--- src/sv/prts_pkg.sv ---
`timescale 1ns / 1ps
// ----------------------------------------------------------------------------
// prts_pkg: shared types and constants of the priority thread release scheduler
// Request, operation, run state and status codes, the command and result
// beats, and the selection node used by the tick comparator chain.
// ----------------------------------------------------------------------------
package prts_pkg;

    localparam int MAX_THREADS = 16;
    localparam int SLOT_W      = $clog2(MAX_THREADS);
    localparam int TICK_GROUPS = 4;
    localparam int GROUP_SIZE  = (MAX_THREADS + TICK_GROUPS - 1) / TICK_GROUPS;

    localparam int KEY_W  = 16;
    localparam int PRIO_W = 10;
    localparam int GEN_W  = 16;
    localparam int POUT_W = 11;
    localparam int REQ_W  = 3;
    localparam int STAT_W = 2;
    localparam int SEL_W  = GEN_W + PRIO_W;

    localparam int CFG_IDX_W = 2;
    localparam int CFG_W     = 2;

    localparam int CMDQ_DEPTH = 2;
    localparam int RESQ_DEPTH = 2;

    localparam logic [PRIO_W-1:0] PRIO_MIN = PRIO_W'(1);
    localparam logic [PRIO_W-1:0] PRIO_MAX = PRIO_W'(1000);

    localparam logic [REQ_W-1:0] REQ_CREATE = 3'd0;
    localparam logic [REQ_W-1:0] REQ_BLOCK  = 3'd1;
    localparam logic [REQ_W-1:0] REQ_RESUME = 3'd2;
    localparam logic [REQ_W-1:0] REQ_REMOVE = 3'd3;
    localparam logic [REQ_W-1:0] REQ_TICK   = 3'd4;
    localparam logic [REQ_W-1:0] REQ_QUERY  = 3'd5;

    localparam logic [CFG_IDX_W-1:0] CFG_GEN_FIRST   = 2'd0;
    localparam logic [CFG_IDX_W-1:0] CFG_SYNC_MODE   = 2'd1;
    localparam logic [CFG_IDX_W-1:0] CFG_IGNORE_PRIO = 2'd2;

    localparam logic [1:0] SYNC_ALWAYS   = 2'd0;
    localparam logic [1:0] SYNC_ALL_WAIT = 2'd1;
    localparam logic [1:0] SYNC_NONE_RUN = 2'd2;

    localparam logic [STAT_W-1:0] STATUS_OK        = 2'd0;
    localparam logic [STAT_W-1:0] STATUS_UNTRACKED = 2'd1;
    localparam logic [STAT_W-1:0] STATUS_FULL      = 2'd2;

    typedef enum logic [2:0] {
        OP_CREATE,
        OP_BLOCK,
        OP_RESUME,
        OP_REMOVE,
        OP_TICK,
        OP_QUERY,
        OP_NONE
    } t_op;

    typedef enum logic [1:0] {
        RUN_READY,
        RUN_RUNNING,
        RUN_WAITING
    } t_run;

    typedef struct packed {
        logic       gen_first;
        logic [1:0] sync_mode;
        logic       ign_prio;
    } t_cfg;

    typedef struct packed {
        t_op               op;
        logic [KEY_W-1:0]  key;
        logic [PRIO_W-1:0] prio;
    } t_cmd;

    typedef struct packed {
        logic                     grant_valid;
        logic [KEY_W-1:0]         grant_key;
        logic signed [POUT_W-1:0] priority_out;
        logic [STAT_W-1:0]        status;
    } t_result;

    typedef struct packed {
        logic              valid;
        logic [SLOT_W-1:0] idx;
        logic [SEL_W-1:0]  key;
    } t_node;

    // The right-hand node always comes later in slot order than the left one.
    function automatic t_node sel_combine(t_node l, t_node r, logic ign);
        logic take;
        take = r.valid && (!l.valid || (ign ? (r.key >= l.key) : (r.key > l.key)));
        return take ? r : l;
    endfunction

endpackage

--- src/sv/prts_front.sv ---
`timescale 1ns / 1ps
// ----------------------------------------------------------------------------
// prts_front: request intake and classification
// Decodes the request type, clamps the create priority and holds the
// classified commands in a short queue until the table side takes them.
// ----------------------------------------------------------------------------
module prts_front (
    input  logic                          i_clk,
    input  logic                          i_rst_n,
    input  logic                          i_push,
    output logic                          o_full,
    input  logic [prts_pkg::REQ_W-1:0]    i_req_type,
    input  logic [prts_pkg::KEY_W-1:0]    i_thread_key,
    input  logic [prts_pkg::PRIO_W-1:0]   i_new_priority,
    output logic                          o_cmd_valid,
    output prts_pkg::t_cmd                o_cmd,
    input  logic                          i_cmd_pop
);
    import prts_pkg::*;

    localparam int PTR_W = (CMDQ_DEPTH > 1) ? $clog2(CMDQ_DEPTH) : 1;
    localparam int CNT_W = $clog2(CMDQ_DEPTH + 1);

    t_cmd             r_q [CMDQ_DEPTH];
    logic [PTR_W-1:0] r_wr;
    logic [PTR_W-1:0] r_rd;
    logic [CNT_W-1:0] r_count;

    t_cmd w_cmd;
    logic w_push;
    logic w_pop;

    always_comb begin
        w_cmd.key  = i_thread_key;
        w_cmd.prio = i_new_priority;
        if (i_new_priority < PRIO_MIN) begin
            w_cmd.prio = PRIO_MIN;
        end else if (i_new_priority > PRIO_MAX) begin
            w_cmd.prio = PRIO_MAX;
        end
        unique case (i_req_type)
            REQ_CREATE: w_cmd.op = OP_CREATE;
            REQ_BLOCK:  w_cmd.op = OP_BLOCK;
            REQ_RESUME: w_cmd.op = OP_RESUME;
            REQ_REMOVE: w_cmd.op = OP_REMOVE;
            REQ_TICK:   w_cmd.op = OP_TICK;
            REQ_QUERY:  w_cmd.op = OP_QUERY;
            default:    w_cmd.op = OP_NONE;
        endcase
    end

    assign o_full      = (r_count == CNT_W'(CMDQ_DEPTH));
    assign o_cmd_valid = (r_count != '0);
    assign o_cmd       = r_q[r_rd];
    assign w_push      = i_push && !o_full;
    assign w_pop       = i_cmd_pop && o_cmd_valid;

    always_ff @(posedge i_clk) begin
        if (!i_rst_n) begin
            r_wr    <= '0;
            r_rd    <= '0;
            r_count <= '0;
        end else begin
            if (w_push) begin
                r_q[r_wr] <= w_cmd;
                r_wr <= (r_wr == PTR_W'(CMDQ_DEPTH - 1)) ? '0 : r_wr + 1'b1;
            end
            if (w_pop) begin
                r_rd <= (r_rd == PTR_W'(CMDQ_DEPTH - 1)) ? '0 : r_rd + 1'b1;
            end
            r_count <= r_count + CNT_W'(w_push) - CNT_W'(w_pop);
        end
    end

endmodule

--- src/sv/prts_back.sv ---
`timescale 1ns / 1ps
// ----------------------------------------------------------------------------
// prts_back: thread table and request execution
// Holds the slot table, carries out each command, runs the two-step tick
// selection and queues the result beats for the consumer.
// ----------------------------------------------------------------------------
module prts_back (
    input  logic             i_clk,
    input  logic             i_rst_n,
    input  prts_pkg::t_cfg   i_cfg,
    input  logic             i_cmd_valid,
    input  prts_pkg::t_cmd   i_cmd,
    output logic             o_cmd_pop,
    output logic             o_empty,
    input  logic             i_pop,
    output prts_pkg::t_result o_res
);
    import prts_pkg::*;

    localparam int PTR_W = (RESQ_DEPTH > 1) ? $clog2(RESQ_DEPTH) : 1;
    localparam int CNT_W = $clog2(RESQ_DEPTH + 1);

    typedef enum logic {
        S_IDLE,
        S_TICK
    } t_state;

    t_state            r_state;
    logic              r_used [MAX_THREADS];
    logic [KEY_W-1:0]  r_key  [MAX_THREADS];
    t_run              r_run  [MAX_THREADS];
    logic [PRIO_W-1:0] r_prio [MAX_THREADS];
    logic [GEN_W-1:0]  r_gen  [MAX_THREADS];

    t_node             r_grp [TICK_GROUPS];
    logic              r_allow;

    t_result           r_rq [RESQ_DEPTH];
    logic [PTR_W-1:0]  r_rwr;
    logic [PTR_W-1:0]  r_rrd;
    logic [CNT_W-1:0]  r_rcount;

    logic              w_match_found;
    logic [SLOT_W-1:0] w_match_idx;
    logic              w_free_found;
    logic [SLOT_W-1:0] w_free_idx;
    logic [SLOT_W-1:0] w_slot;
    t_node             n_grp [TICK_GROUPS];
    logic              n_allow;
    t_node             w_pick;
    logic              w_grant;
    logic              w_issue;
    logic              w_push;
    logic              w_rpop;
    t_result           w_res;

    always_comb begin
        w_match_found = 1'b0;
        w_match_idx   = '0;
        w_free_found  = 1'b0;
        w_free_idx    = '0;
        for (int i = MAX_THREADS - 1; i >= 0; i--) begin
            if (r_used[i] && (r_key[i] == i_cmd.key)) begin
                w_match_found = 1'b1;
                w_match_idx   = SLOT_W'(i);
            end
            if (!r_used[i]) begin
                w_free_found = 1'b1;
                w_free_idx   = SLOT_W'(i);
            end
        end
        w_slot = w_match_found ? w_match_idx : w_free_idx;
    end

    always_comb begin
        t_node acc;
        t_node leaf;
        logic  any_busy;
        logic  any_run;
        any_busy = 1'b0;
        any_run  = 1'b0;
        for (int i = 0; i < MAX_THREADS; i++) begin
            if (r_used[i] && (r_run[i] != RUN_WAITING)) begin
                any_busy = 1'b1;
            end
            if (r_used[i] && (r_run[i] == RUN_RUNNING)) begin
                any_run = 1'b1;
            end
        end
        case (i_cfg.sync_mode)
            SYNC_ALWAYS:   n_allow = 1'b1;
            SYNC_ALL_WAIT: n_allow = !any_busy;
            SYNC_NONE_RUN: n_allow = !any_run;
            default:       n_allow = 1'b0;
        endcase
        for (int g = 0; g < TICK_GROUPS; g++) begin
            acc = '0;
            for (int j = 0; j < GROUP_SIZE; j++) begin
                if (g * GROUP_SIZE + j < MAX_THREADS) begin
                    leaf.valid = r_used[g * GROUP_SIZE + j]
                                 && (r_run[g * GROUP_SIZE + j] == RUN_WAITING);
                    leaf.idx   = SLOT_W'(g * GROUP_SIZE + j);
                    leaf.key   = {i_cfg.gen_first ? ~r_gen[g * GROUP_SIZE + j]
                                                  : {GEN_W{1'b0}},
                                  i_cfg.ign_prio ? {PRIO_W{1'b0}}
                                                 : r_prio[g * GROUP_SIZE + j]};
                    acc = sel_combine(acc, leaf, i_cfg.ign_prio);
                end
            end
            n_grp[g] = acc;
        end
    end

    always_comb begin
        t_node acc;
        acc = '0;
        for (int g = 0; g < TICK_GROUPS; g++) begin
            acc = sel_combine(acc, r_grp[g], i_cfg.ign_prio);
        end
        w_pick  = acc;
        w_grant = acc.valid && r_allow;
    end

    always_comb begin
        w_issue   = (r_state == S_IDLE) && i_cmd_valid && (r_rcount < CNT_W'(RESQ_DEPTH));
        w_push    = 1'b0;
        o_cmd_pop = 1'b0;
        w_res     = '0;
        unique case (r_state)
            S_IDLE: begin
                if (w_issue && (i_cmd.op != OP_TICK)) begin
                    w_push    = 1'b1;
                    o_cmd_pop = 1'b1;
                    case (i_cmd.op)
                        OP_CREATE: begin
                            if (!w_match_found && !w_free_found) begin
                                w_res.status = STATUS_FULL;
                            end
                        end
                        OP_BLOCK, OP_RESUME, OP_REMOVE: begin
                            if (!w_match_found) begin
                                w_res.status = STATUS_UNTRACKED;
                            end
                        end
                        OP_QUERY: begin
                            if (w_match_found) begin
                                w_res.priority_out = POUT_W'(r_prio[w_match_idx]);
                            end else begin
                                w_res.priority_out = '1;
                                w_res.status       = STATUS_UNTRACKED;
                            end
                        end
                        default: begin
                        end
                    endcase
                end
            end
            S_TICK: begin
                w_push    = 1'b1;
                o_cmd_pop = 1'b1;
                if (w_grant) begin
                    w_res.grant_valid = 1'b1;
                    w_res.grant_key   = r_key[w_pick.idx];
                end
            end
            default: begin
            end
        endcase
    end

    assign w_rpop  = i_pop && (r_rcount != '0);
    assign o_empty = (r_rcount == '0);
    assign o_res   = r_rq[r_rrd];

    always_ff @(posedge i_clk) begin
        if (!i_rst_n) begin
            r_state  <= S_IDLE;
            r_rwr    <= '0;
            r_rrd    <= '0;
            r_rcount <= '0;
            for (int i = 0; i < MAX_THREADS; i++) begin
                r_used[i] <= 1'b0;
            end
        end else begin
            unique case (r_state)
                S_IDLE: begin
                    if (w_issue) begin
                        case (i_cmd.op)
                            OP_CREATE: begin
                                if (w_match_found || w_free_found) begin
                                    r_used[w_slot] <= 1'b1;
                                    r_key[w_slot]  <= i_cmd.key;
                                    r_run[w_slot]  <= RUN_RUNNING;
                                    r_prio[w_slot] <= i_cmd.prio;
                                    r_gen[w_slot]  <= '0;
                                end
                            end
                            OP_BLOCK: begin
                                if (w_match_found) begin
                                    r_run[w_match_idx] <= RUN_WAITING;
                                end
                            end
                            OP_RESUME: begin
                                if (w_match_found) begin
                                    r_run[w_match_idx] <= RUN_RUNNING;
                                end
                            end
                            OP_REMOVE: begin
                                if (w_match_found) begin
                                    r_used[w_match_idx] <= 1'b0;
                                end
                            end
                            OP_TICK: begin
                                r_grp   <= n_grp;
                                r_allow <= n_allow;
                                r_state <= S_TICK;
                            end
                            default: begin
                            end
                        endcase
                    end
                end
                S_TICK: begin
                    if (w_grant) begin
                        r_run[w_pick.idx] <= RUN_READY;
                        if (r_gen[w_pick.idx] != '1) begin
                            r_gen[w_pick.idx] <= r_gen[w_pick.idx] + 1'b1;
                        end
                    end
                    r_state <= S_IDLE;
                end
                default: r_state <= S_IDLE;
            endcase
            if (w_push) begin
                r_rq[r_rwr] <= w_res;
                r_rwr <= (r_rwr == PTR_W'(RESQ_DEPTH - 1)) ? '0 : r_rwr + 1'b1;
            end
            if (w_rpop) begin
                r_rrd <= (r_rrd == PTR_W'(RESQ_DEPTH - 1)) ? '0 : r_rrd + 1'b1;
            end
            r_rcount <= r_rcount + CNT_W'(w_push) - CNT_W'(w_rpop);
        end
    end

`ifndef ASSERT_OFF
    a_resq_bound: assert property (@(posedge i_clk) disable iff (!i_rst_n)
        r_rcount <= CNT_W'(RESQ_DEPTH))
        else $error("result queue count above its depth");

    a_tick_order: assert property (@(posedge i_clk) disable iff (!i_rst_n)
        (r_state == S_TICK) |=> (r_state == S_IDLE))
        else $error("tick selection held longer than one step");

    a_grant_waiting: assert property (@(posedge i_clk) disable iff (!i_rst_n)
        ((r_state == S_TICK) && w_grant) |->
            (r_used[w_pick.idx] && (r_run[w_pick.idx] == RUN_WAITING)))
        else $error("grant of a slot that is not a waiting entry");

    a_pop_valid: assert property (@(posedge i_clk) disable iff (!i_rst_n)
        o_cmd_pop |-> (i_cmd_valid && w_push))
        else $error("command taken without a result beat");
`endif

endmodule

--- src/sv/priority_thread_release_scheduler.sv ---
`timescale 1ns / 1ps
// ----------------------------------------------------------------------------
// priority_thread_release_scheduler: thread table with prioritized release
// Tracks up to sixteen threads and releases at most one waiting thread per tick,
// chosen by priority or generation, under the configured sync condition.
// ----------------------------------------------------------------------------
// Channel   Direction  Handshake            Beat
// request   in         push / full          req_type, thread_key, new_priority
// result    out        empty / pop          grant_valid, grant_key, priority_out, status
// config    in         i_cfg_we             i_cfg_index, i_cfg_wdata
//
// A request is held in the command queue, then carried out in the table
// (for a tick the slots are first reduced in four groups, then across groups).
// Every request gives exactly one result beat, queued two deep.
// Reset clears all slots at once; there is no clearing pass.
// full rises when the two-entry command queue is full; the table stalls
// while the result queue is full.
// ----------------------------------------------------------------------------
module priority_thread_release_scheduler (
    input  logic                                 i_clk,
    input  logic                                 i_rst_n,
    input  logic                                 push,
    output logic                                 full,
    input  logic [prts_pkg::REQ_W-1:0]           i_req_type,
    input  logic [prts_pkg::KEY_W-1:0]           i_thread_key,
    input  logic [prts_pkg::PRIO_W-1:0]          i_new_priority,
    output logic                                 empty,
    input  logic                                 pop,
    output logic                                 o_grant_valid,
    output logic [prts_pkg::KEY_W-1:0]           o_grant_key,
    output logic signed [prts_pkg::POUT_W-1:0]   o_priority_out,
    output logic [prts_pkg::STAT_W-1:0]          o_status,
    input  logic                                 i_cfg_we,
    input  logic [prts_pkg::CFG_IDX_W-1:0]       i_cfg_index,
    input  logic [prts_pkg::CFG_W-1:0]           i_cfg_wdata
);
    import prts_pkg::*;

    t_cfg    r_cfg;
    t_cmd    w_cmd;
    logic    w_cmd_valid;
    logic    w_cmd_pop;
    t_result w_res;

    always_ff @(posedge i_clk) begin
        if (!i_rst_n) begin
            r_cfg.gen_first <= 1'b0;
            r_cfg.sync_mode <= SYNC_NONE_RUN;
            r_cfg.ign_prio  <= 1'b0;
        end else if (i_cfg_we) begin
            case (i_cfg_index)
                CFG_GEN_FIRST:   r_cfg.gen_first <= i_cfg_wdata[0];
                CFG_SYNC_MODE:   r_cfg.sync_mode <= i_cfg_wdata[1:0];
                CFG_IGNORE_PRIO: r_cfg.ign_prio  <= i_cfg_wdata[0];
                default: begin
                end
            endcase
        end
    end

    prts_front u_front (
        .i_clk          (i_clk),
        .i_rst_n        (i_rst_n),
        .i_push         (push),
        .o_full         (full),
        .i_req_type     (i_req_type),
        .i_thread_key   (i_thread_key),
        .i_new_priority (i_new_priority),
        .o_cmd_valid    (w_cmd_valid),
        .o_cmd          (w_cmd),
        .i_cmd_pop      (w_cmd_pop)
    );

    prts_back u_back (
        .i_clk       (i_clk),
        .i_rst_n     (i_rst_n),
        .i_cfg       (r_cfg),
        .i_cmd_valid (w_cmd_valid),
        .i_cmd       (w_cmd),
        .o_cmd_pop   (w_cmd_pop),
        .o_empty     (empty),
        .i_pop       (pop),
        .o_res       (w_res)
    );

    assign o_grant_valid  = w_res.grant_valid;
    assign o_grant_key    = w_res.grant_key;
    assign o_priority_out = w_res.priority_out;
    assign o_status       = w_res.status;

endmodule
--- config.mk ---
export PLATFORM = sky130hd
export DESIGN_NAME = priority_thread_release_scheduler
export DESIGN_NICKNAME = d
export VERILOG_FILES = /design/src/sv/prts_pkg.sv /design/src/sv/prts_front.sv /design/src/sv/prts_back.sv /design/src/sv/priority_thread_release_scheduler.sv
export SDC_FILE = /design/constraint.sdc
export NUM_CORES = 2
export LEC_CHECK = 0
export BUFFER_PORTS_ARGS = -buffer_cell sky130_fd_sc_hd__clkbuf_2
export CORE_MARGIN = 4
export CORE_UTILIZATION = 50
export CTS_CLUSTER_DIAMETER = 50
export DETAILED_ROUTE_END_ITERATION = 16
export PLACE_DENSITY = 0.71
export SETUP_SLACK_MARGIN = 0.5
export SYNTH_ARGS = -nofsm -noshare
export SYNTH_HDL_FRONTEND = slang
export SYNTH_SLANG_ARGS = --single-unit
--- constraint.sdc ---
create_clock -name i_clk -period 20.5 [get_ports i_clk]
set_input_delay 3.075 -clock i_clk [delete_from_list [all_inputs] [get_ports i_clk]]
set_output_delay 3.075 -clock i_clk [all_outputs]
set_load 0.01 [all_outputs]
# After elaboration in Yosys (flattened, before gate mapping)
# Memory sizes are Yosys's and may differ from the RTL's. A register that Yosys moved wholly into a read port is not among the register bits.
# Index checks and enable logic that the tools add are counted.
# classes
addsub	9
n_lt_le_gt_ge	33
eq_ne	81
n_mux	244
bitwise	18
reduce_logical	148
# ops
op	count
31-bit 2-to-1 mux	20
26-bit >= comparator	15
26-bit greater-than comparator	15
16-bit 2-to-1 mux	17
16-bit == test	16
16-bit inverter	16
10-bit 2-to-1 mux	18
4-bit 2-to-1 mux	38
1-bit 2-to-1 mux	136
1-bit logical AND	87
2-bit == test, second input constant	19
2-bit by 1-bit == test with 1-bit output, second input constant	18
17-bit 2-to-1 mux	2
2-bit != test, second input constant	16
13-bit 2-to-1 mux	2
11-bit 2-to-1 mux	2
1-bit logical NOT	20
3-bit one-hot mux with 6 select lines	1
16-bit by 1-bit adder with 16-bit output, second input constant	1
1-bit logical OR	16
16-bit != test, second input constant	1
16-bit OR reduction	1
3-bit by 2-bit == test with 1-bit output, second input constant	4
3-bit == test, second input constant	4
other kinds (23)	48
# word_totals
register_bits	138
ram_bits	838
inputBits	38
output_inout_bits	32
elab_cells	571
mem_count	7
# memory_table
memory	words	word_bits	rd	rd_ports_with_merged_regs	wr	line_no	rtl
u_back.r_gen	16	16	17	0	1	prts_back.sv:33	logic [GEN_W-1:0] r_gen [MAX_THREADS];
u_back.r_key	16	16	17	0	1	prts_back.sv:30	logic [KEY_W-1:0] r_key [MAX_THREADS];
u_back.r_prio	16	10	17	0	1	prts_back.sv:32	logic [PRIO_W-1:0] r_prio [MAX_THREADS];
u_back.r_rq	2	30	1	1	1	prts_back.sv:38	t_result r_rq [RESQ_DEPTH];
u_front.r_q	2	29	1	1	1	prts_front.sv:24	t_cmd r_q [CMDQ_DEPTH];
u_back.r_run	16	2	16	0	1	prts_back.sv:31	t_run r_run [MAX_THREADS];
+1 memories	--	--	--	--	--	--	

# Logic depth before layout (Yosys ltp)
# An unclocked memory read counts as a cell.
# depth
depth_word	29
ltp_mapped	56
depth_no_buf	49

# By module
# From an unflattened synthesis, not the netlist that was laid out.
# hier_totals
cells_unflattened	5466
hier_area_um2	59355.7
# by_module_without_submodules
mod	n_inst	cells_each	area_per_inst_um2	seq_area_each_um2
prts_back	1	5309	56705.6	26985.9
prts_front	1	140	2481.1	1841.8
priority_thread_release_scheduler	1	17	168.9	80.1

# Worst setup path after synthesis
# No wires, ideal clock.
# synth_path
path_type	reg2reg
from	reg u_back.r_grp[123] in the netlist's numbering
to	mem u_back.r_gen[15][0], enable pin
setup_time_ns	0.414
arrival_time_ns	10.880
required_ns	20.086
setup_slack_ns	9.205
path_stages_with_launch	47
path_buffers	14
synth_period_minus_slack_ns	11.295
cell_sequence	edfxtp_1 clkbuf_1 clkbuf_1 buf_1 nand2_1 ha_1 nand4_2 or4_1 o21ai_2 a21oi_2 nor3_4 clkbuf_1 clkbuf_1 a31oi_1 ha_1 nand3_1 or4_1 nor3_1 (+11 left out) a211oi_1 or2_1 buf_2 or2_0 buf_2 o21ai_2 buf_2 buf_4 buf_2 a311oi_1 a22oi_1 nand2_1 ha_1 nand4_2 or2_1 o21bai_2 buf_2 o31ai_1
# synth_via
elab_chain_cells	25
word_cells_on_any_way	33
classes_between	6 x order compare; 1 x eq/ne; 14 x mux; 11 x reduce/logical; 1 x memory
# synth_lines
item	line_no	rtl
from (decl)	prts_back.sv:35	t_node r_grp [TICK_GROUPS];
from (signal assigned)	prts_back.sv:214	r_grp <= n_grp;
31-bit 2-to-1 mux *	prts_pkg.sv:95	return take ? r : l;
26-bit greater-than comparator / 26-bit >= comparator (equally long branches)	prts_pkg.sv:94	take = r.valid && (!l.valid || (ign ? (r.key >= l.key) : (r.key > l.key)));
1-bit 2-to-1 mux	prts_pkg.sv:94	
1-bit logical OR	prts_pkg.sv:94	
1-bit logical AND	prts_pkg.sv:94	
31-bit 2-to-1 mux *	prts_pkg.sv:95	
26-bit greater-than comparator / 26-bit >= comparator (equally long branches)	prts_pkg.sv:94	
1-bit 2-to-1 mux	prts_pkg.sv:94	
(+9 left out)	--	
16-bit != test	prts_back.sv:226	if (r_gen[w_pick.idx] != '1) begin
1-bit 2-to-1 mux	prts_back.sv:226	
1-bit 2-to-1 mux	prts_back.sv:224	if (w_grant) begin
1-bit 2-to-1 mux	prts_back.sv:185	unique case (r_state)
1-bit 2-to-1 mux	prts_back.sv:176	if (!i_rst_n) begin
1-bit 2-to-1 mux (implied by the code)	prts_back.sv:227	r_gen[w_pick.idx] <= r_gen[w_pick.idx] + 1'b1;
16-bit OR reduction (no source line)	--	
4-bit 2-to-1 mux (no source line) / 1-bit 2-to-1 mux (equally long branches)	--	
to (decl)	prts_back.sv:33	
# Mark *: on every way between the ends. The rest lies on a longest branch, timed or not.

# Final worst setup path
# layout_path
from	reg u_back.r_grp[123] in the netlist's numbering
to	mem u_back.r_gen[2][8], enable pin
# Same word-level chain as after synthesis.

==> reports/summary.md <==
The run gives 73.3 MHz as the highest clock rate. For the worst setup path, the data arrival time is 13910 ps. The run gives 0.0000911 V as the worst supply voltage drop on vdd. The worst min-delay path class is reg -> reg. Clock tree root driver cell: sky130_fd_sc_hd__clkbuf_16. The total core area was 116000 sq um. The run gives 60900 sq um as the placed standard-cell area.

TritonCTS built the clock tree. In the layout the commonest cells are sky130_fd_sc_hd__edfxtp_1 (942), sky130_fd_sc_hd__nand2_1 (567), sky130_fd_sc_hd__ha_1 (395). Compared with the post-synthesis result, the final layout area differs by 10.3%. Clock skew on the completed layout was measured at 51.2 ps. The prevailing post-synth register cell was sky130_fd_sc_hd__edfxtp_1.

The per-instance average area after synthesis was 11.0 sq um; the post-synthesis sequential element count was 973. For the number of buffers added by the clock tree synthesis step, the log shows 115. The tools report the standard-cell row count as 125.

For the worst-skew pair, the clock arrives at the later sink with an insertion delay of 730 ps. The number of H-tree levels was 3; the number of clock sinks was 973. Sorting the synthesized cells by area gives the leading types as sky130_fd_sc_hd__edfxtp_1 (48%), sky130_fd_sc_hd__ha_1 (8.4%), sky130_fd_sc_hd__mux2i_1 (5.0%). The top cell type by area accounts for 48.2% of the synthesized area. The global-route wire length before repair is 285 mm, and the fraction of the yosys area taken by sequential cells is 49.3%.

Of the cells placed in the final design, the portion with a size suffix greater than 1 is 12.7%. Leaving out fill and tap cells, the most frequent cell in the layout is sky130_fd_sc_hd__edfxtp_1. The portion of synthesized area spent on multiplexers is 9.32%. Along the worst path, the maximum fanout reaches 58.

Counting the fill cells in the layout gives 9816. Entering global routing, the biggest net connects 154 pins. For this run, asynchronously set or reset flops after synthesis account for 0%.

Counting flops with a built-in enable in the synthesized netlist gives 942. For the number of global-route vias before repair, the log shows 43.0k. The slowest stage cell on the critical path is sky130_fd_sc_hd__o21bai_4. Layout net count: 5806.

The critical path is of the reg -> reg type. In the final routed layout, each cell accounts on average for 28.2 microns. The area taken by multi-input logic gates came out at 27700 sq um.

Highest cell delay on the worst timing path: 910 ps. The number of buffers added on ports is 69. The transition time at the pin with the least slew margin works out to 1340 ps. The synthesized netlist devotes 4.12% of its cell area to XOR and XNOR gates. For this block, the via count after detailed routing is 44.7k.

Detailed placement ended at an HPWL of 146 mm. The first-pass detailed-route iteration total is 9, and the cell count after synthesis is 5354. The run finished with clean final reports.

Setup repair after global routing left no endpoint under its margin. The number of vias per cell after detailed routing works out to 6.39. Summed over all instances, the cell type with the most area after synthesis is sky130_fd_sc_hd__edfxtp_1. The tools report the sequential cell area as 28900 sq um. The power per standard cell area was 80.0 nW/um^2; the count of buffer and inverter cells on the critical path was 4. Dividing the final minimum period by the clock period gives 66.5%.

The number of DRC violations after detailed routing was 0; the initial cell density of the core was 50.4%. The number of nets in the synthesized netlist is 5787. The run gives 6 as the number of antenna violations at the first check in global routing. Headroom to the max-slew limit came out at 9.72%. After global routing the overflow that remains totals 0. The combinational family with the most area after synthesis is simple AND/OR/NAND/NOR gates. The max-capacitance violation count was 0.

For the final-report max-slew violation count, the log shows 0. For the all-layer global routing usage, the log shows 31.5%. Across all hold checks on the routed design, the worst slack comes to 513 ps. Post-CTS repair changed the size of 0 cells.

Summed over all cells, the static leakage comes to 25.6 nW. The count of cell types in the netlist came out at 105. The number of hold buffers added after CTS was 0. In this run the deepest clock path goes through 3 buffers.

The die is 350 microns wide. The hold violation count in the final report was 0; the number of antenna-violating nets in the routed design was 0. The required time of the critical path is 20760 ps. The tools report the post-synthesis cell area as 58600 sq um. Summing the areas of all compound-gate instances in the mapped netlist gives 10.1% of the synthesized area.

The die covers 123000 sq um. The category of the worst setup path capture point is a flip-flop. The overall power of the completed layout was 5.17 mW; the number of post-CTS setup repair buffers was 0.

For the number of design-rule violations left by the first detailed-router iteration, the log shows 5613. The tools report the final weighted congestion in routability-driven placement as 1.00. The yosys synthesis warning count is 0. Wires add up to 197 mm. The basic-gate share of the synthesized area counting and, or, nand and nor cells works out to 14.6%. Once layout is done, the placed cells without fillers occupy 64700 sq um. The overall die height works out to 350 microns. The worst setup path is launched from a flip-flop. The clock period minus worst slack was 13640 ps.

Clock-pin slew was measured on the worst setup and hold paths at 60 ps. The tools report the accumulated negative setup slack as 0 ps. The cell type group with the largest total delay on the critical path is simple AND/OR/NAND/NOR gates. In this run the count of I/O pins placed on the die edge is 70. The share of synthesized cell area in full adder, half adder and majority cells is 8.43%. Setup violations remaining at the end of the flow were counted as 0.
==> registers in the layout, indices dropped and copies added (netlist names), named ones only <==
signal,flops
r_cfg,4
u_back.r_allow,1
u_back.r_gen,256
u_back.r_grp,119
u_back.r_key,256
u_back.r_prio,160
u_back.r_rcount,2
u_back.r_rq,60
u_back.r_rrd,1
u_back.r_run,32
u_back.r_rwr,1
u_back.r_state,1
u_back.r_used,16
u_front.r_count,2
u_front.r_q,58
u_front.r_rd,1
u_front.r_wr,1
==> layout make-up <==
cell class,count,area share [%]
Multi-Input combinational cell,3784,42.9
Clock buffer,132,4.61
Inverter,335,1.95
Tap cell,1524,2.95
Clock inverter,80,1.23
Sequential cell,973,44.7
Antenna cell,2,0.00774
Timing Repair Buffer,164,1.68
==> final timing paths <==
| kind | endpoint | cells past startpoint | slack [ps] | start |
|---|---|---|---|---|
| worst max-delay path | u_back.r_gen[2][8] | 35 | 6860 | u_back.r_grp[123] |
| worst min-delay path | u_front.r_rd | 2 | 510 | u_front.r_rd |
| worst max register to register | u_back.r_gen[2][8] | 35 | 6860 | u_back.r_grp[123] |
| worst min register to register | u_front.r_rd | 2 | 510 | u_front.r_rd |
==> synth_stat cells, types with 12 or more instances <==
master and count:
sky130_fd_sc_hd__mux2i_2 15, sky130_fd_sc_hd__a21oi_1 188, sky130_fd_sc_hd__nand3b_1 13, sky130_fd_sc_hd__nand4_1 95, sky130_fd_sc_hd__buf_1 31, sky130_fd_sc_hd__buf_2 47, sky130_fd_sc_hd__nand2b_1 96, sky130_fd_sc_hd__nand3_1 138
sky130_fd_sc_hd__clkbuf_1 160, sky130_fd_sc_hd__a311oi_1 27, sky130_fd_sc_hd__dfxtp_1 31, sky130_fd_sc_hd__a31oi_1 93, sky130_fd_sc_hd__xor2_1 30, sky130_fd_sc_hd__a21o_1 45, sky130_fd_sc_hd__xnor2_1 246, sky130_fd_sc_hd__mux2i_1 293
sky130_fd_sc_hd__buf_4 17, sky130_fd_sc_hd__mux2_2 196, sky130_fd_sc_hd__o22ai_1 13, sky130_fd_sc_hd__nor3_1 60, sky130_fd_sc_hd__o31ai_1 19, sky130_fd_sc_hd__a211o_1 14, sky130_fd_sc_hd__ha_1 395, sky130_fd_sc_hd__and3_1 56
sky130_fd_sc_hd__o221a_2 13, sky130_fd_sc_hd__nand2_1 569, sky130_fd_sc_hd__a211oi_1 64, sky130_fd_sc_hd__and4_1 14, sky130_fd_sc_hd__o211ai_1 27, sky130_fd_sc_hd__inv_1 333, sky130_fd_sc_hd__nor2_1 358, sky130_fd_sc_hd__nor4_1 62
sky130_fd_sc_hd__and2_1 43, sky130_fd_sc_hd__nor2b_1 144, sky130_fd_sc_hd__a221oi_1 24, sky130_fd_sc_hd__o21ai_0 133, sky130_fd_sc_hd__edfxtp_1 942, sky130_fd_sc_hd__o21a_1 93, sky130_fd_sc_hd__a31o_2 12
==> routing by layer <==
layer | track usage (%) | vias to the layer above | part of all wire (%)
met3 | 6.80 | 535 | 11
met2 | 49.4 | 2684 | 45
li1 | - | 19704 | -
met4 | 15.9 | 2 | 6.1
met1 | 41.4 | 21746 | 38
met5 | 0 | - | 0.0066
==> cell families after synthesis <==
family / Yosys count
simple gates: 1730
flops: 973
compound gates: 873
buf+inv: 597
mux: 510
fa+ha+maj: 395
xor+xnor: 276
==> where the power goes <==
part | internal [mW] | total, mW | switching, mW
combinational | 0.274 | 0.837 | 0.562
clock | 1.14 | 2.03 | 0.884
sequential | 2.29 | 2.31 | 0.0221
total | 3.70 | 5.17 | 1.47
==> metrics by stage <==
step	worst slack (ps)	std cells	util (%)
after floorplan	9210	5354	-
after global placement	7480	6780	52.3
after detailed placement	7180	6780	52.3
after CTS	7040	6992	55.6
after global routing	5960	6992	55.6
final	6860	6994	55.6
==> worst min-delay path: stages, from the launching register on <==
cell and delay [ps]:
sky130_fd_sc_hd__dfxtp_1 320, sky130_fd_sc_hd__xnor2_1 80, sky130_fd_sc_hd__nor2_1 70
Note: power is estimated with default switching activity, not from simulation.
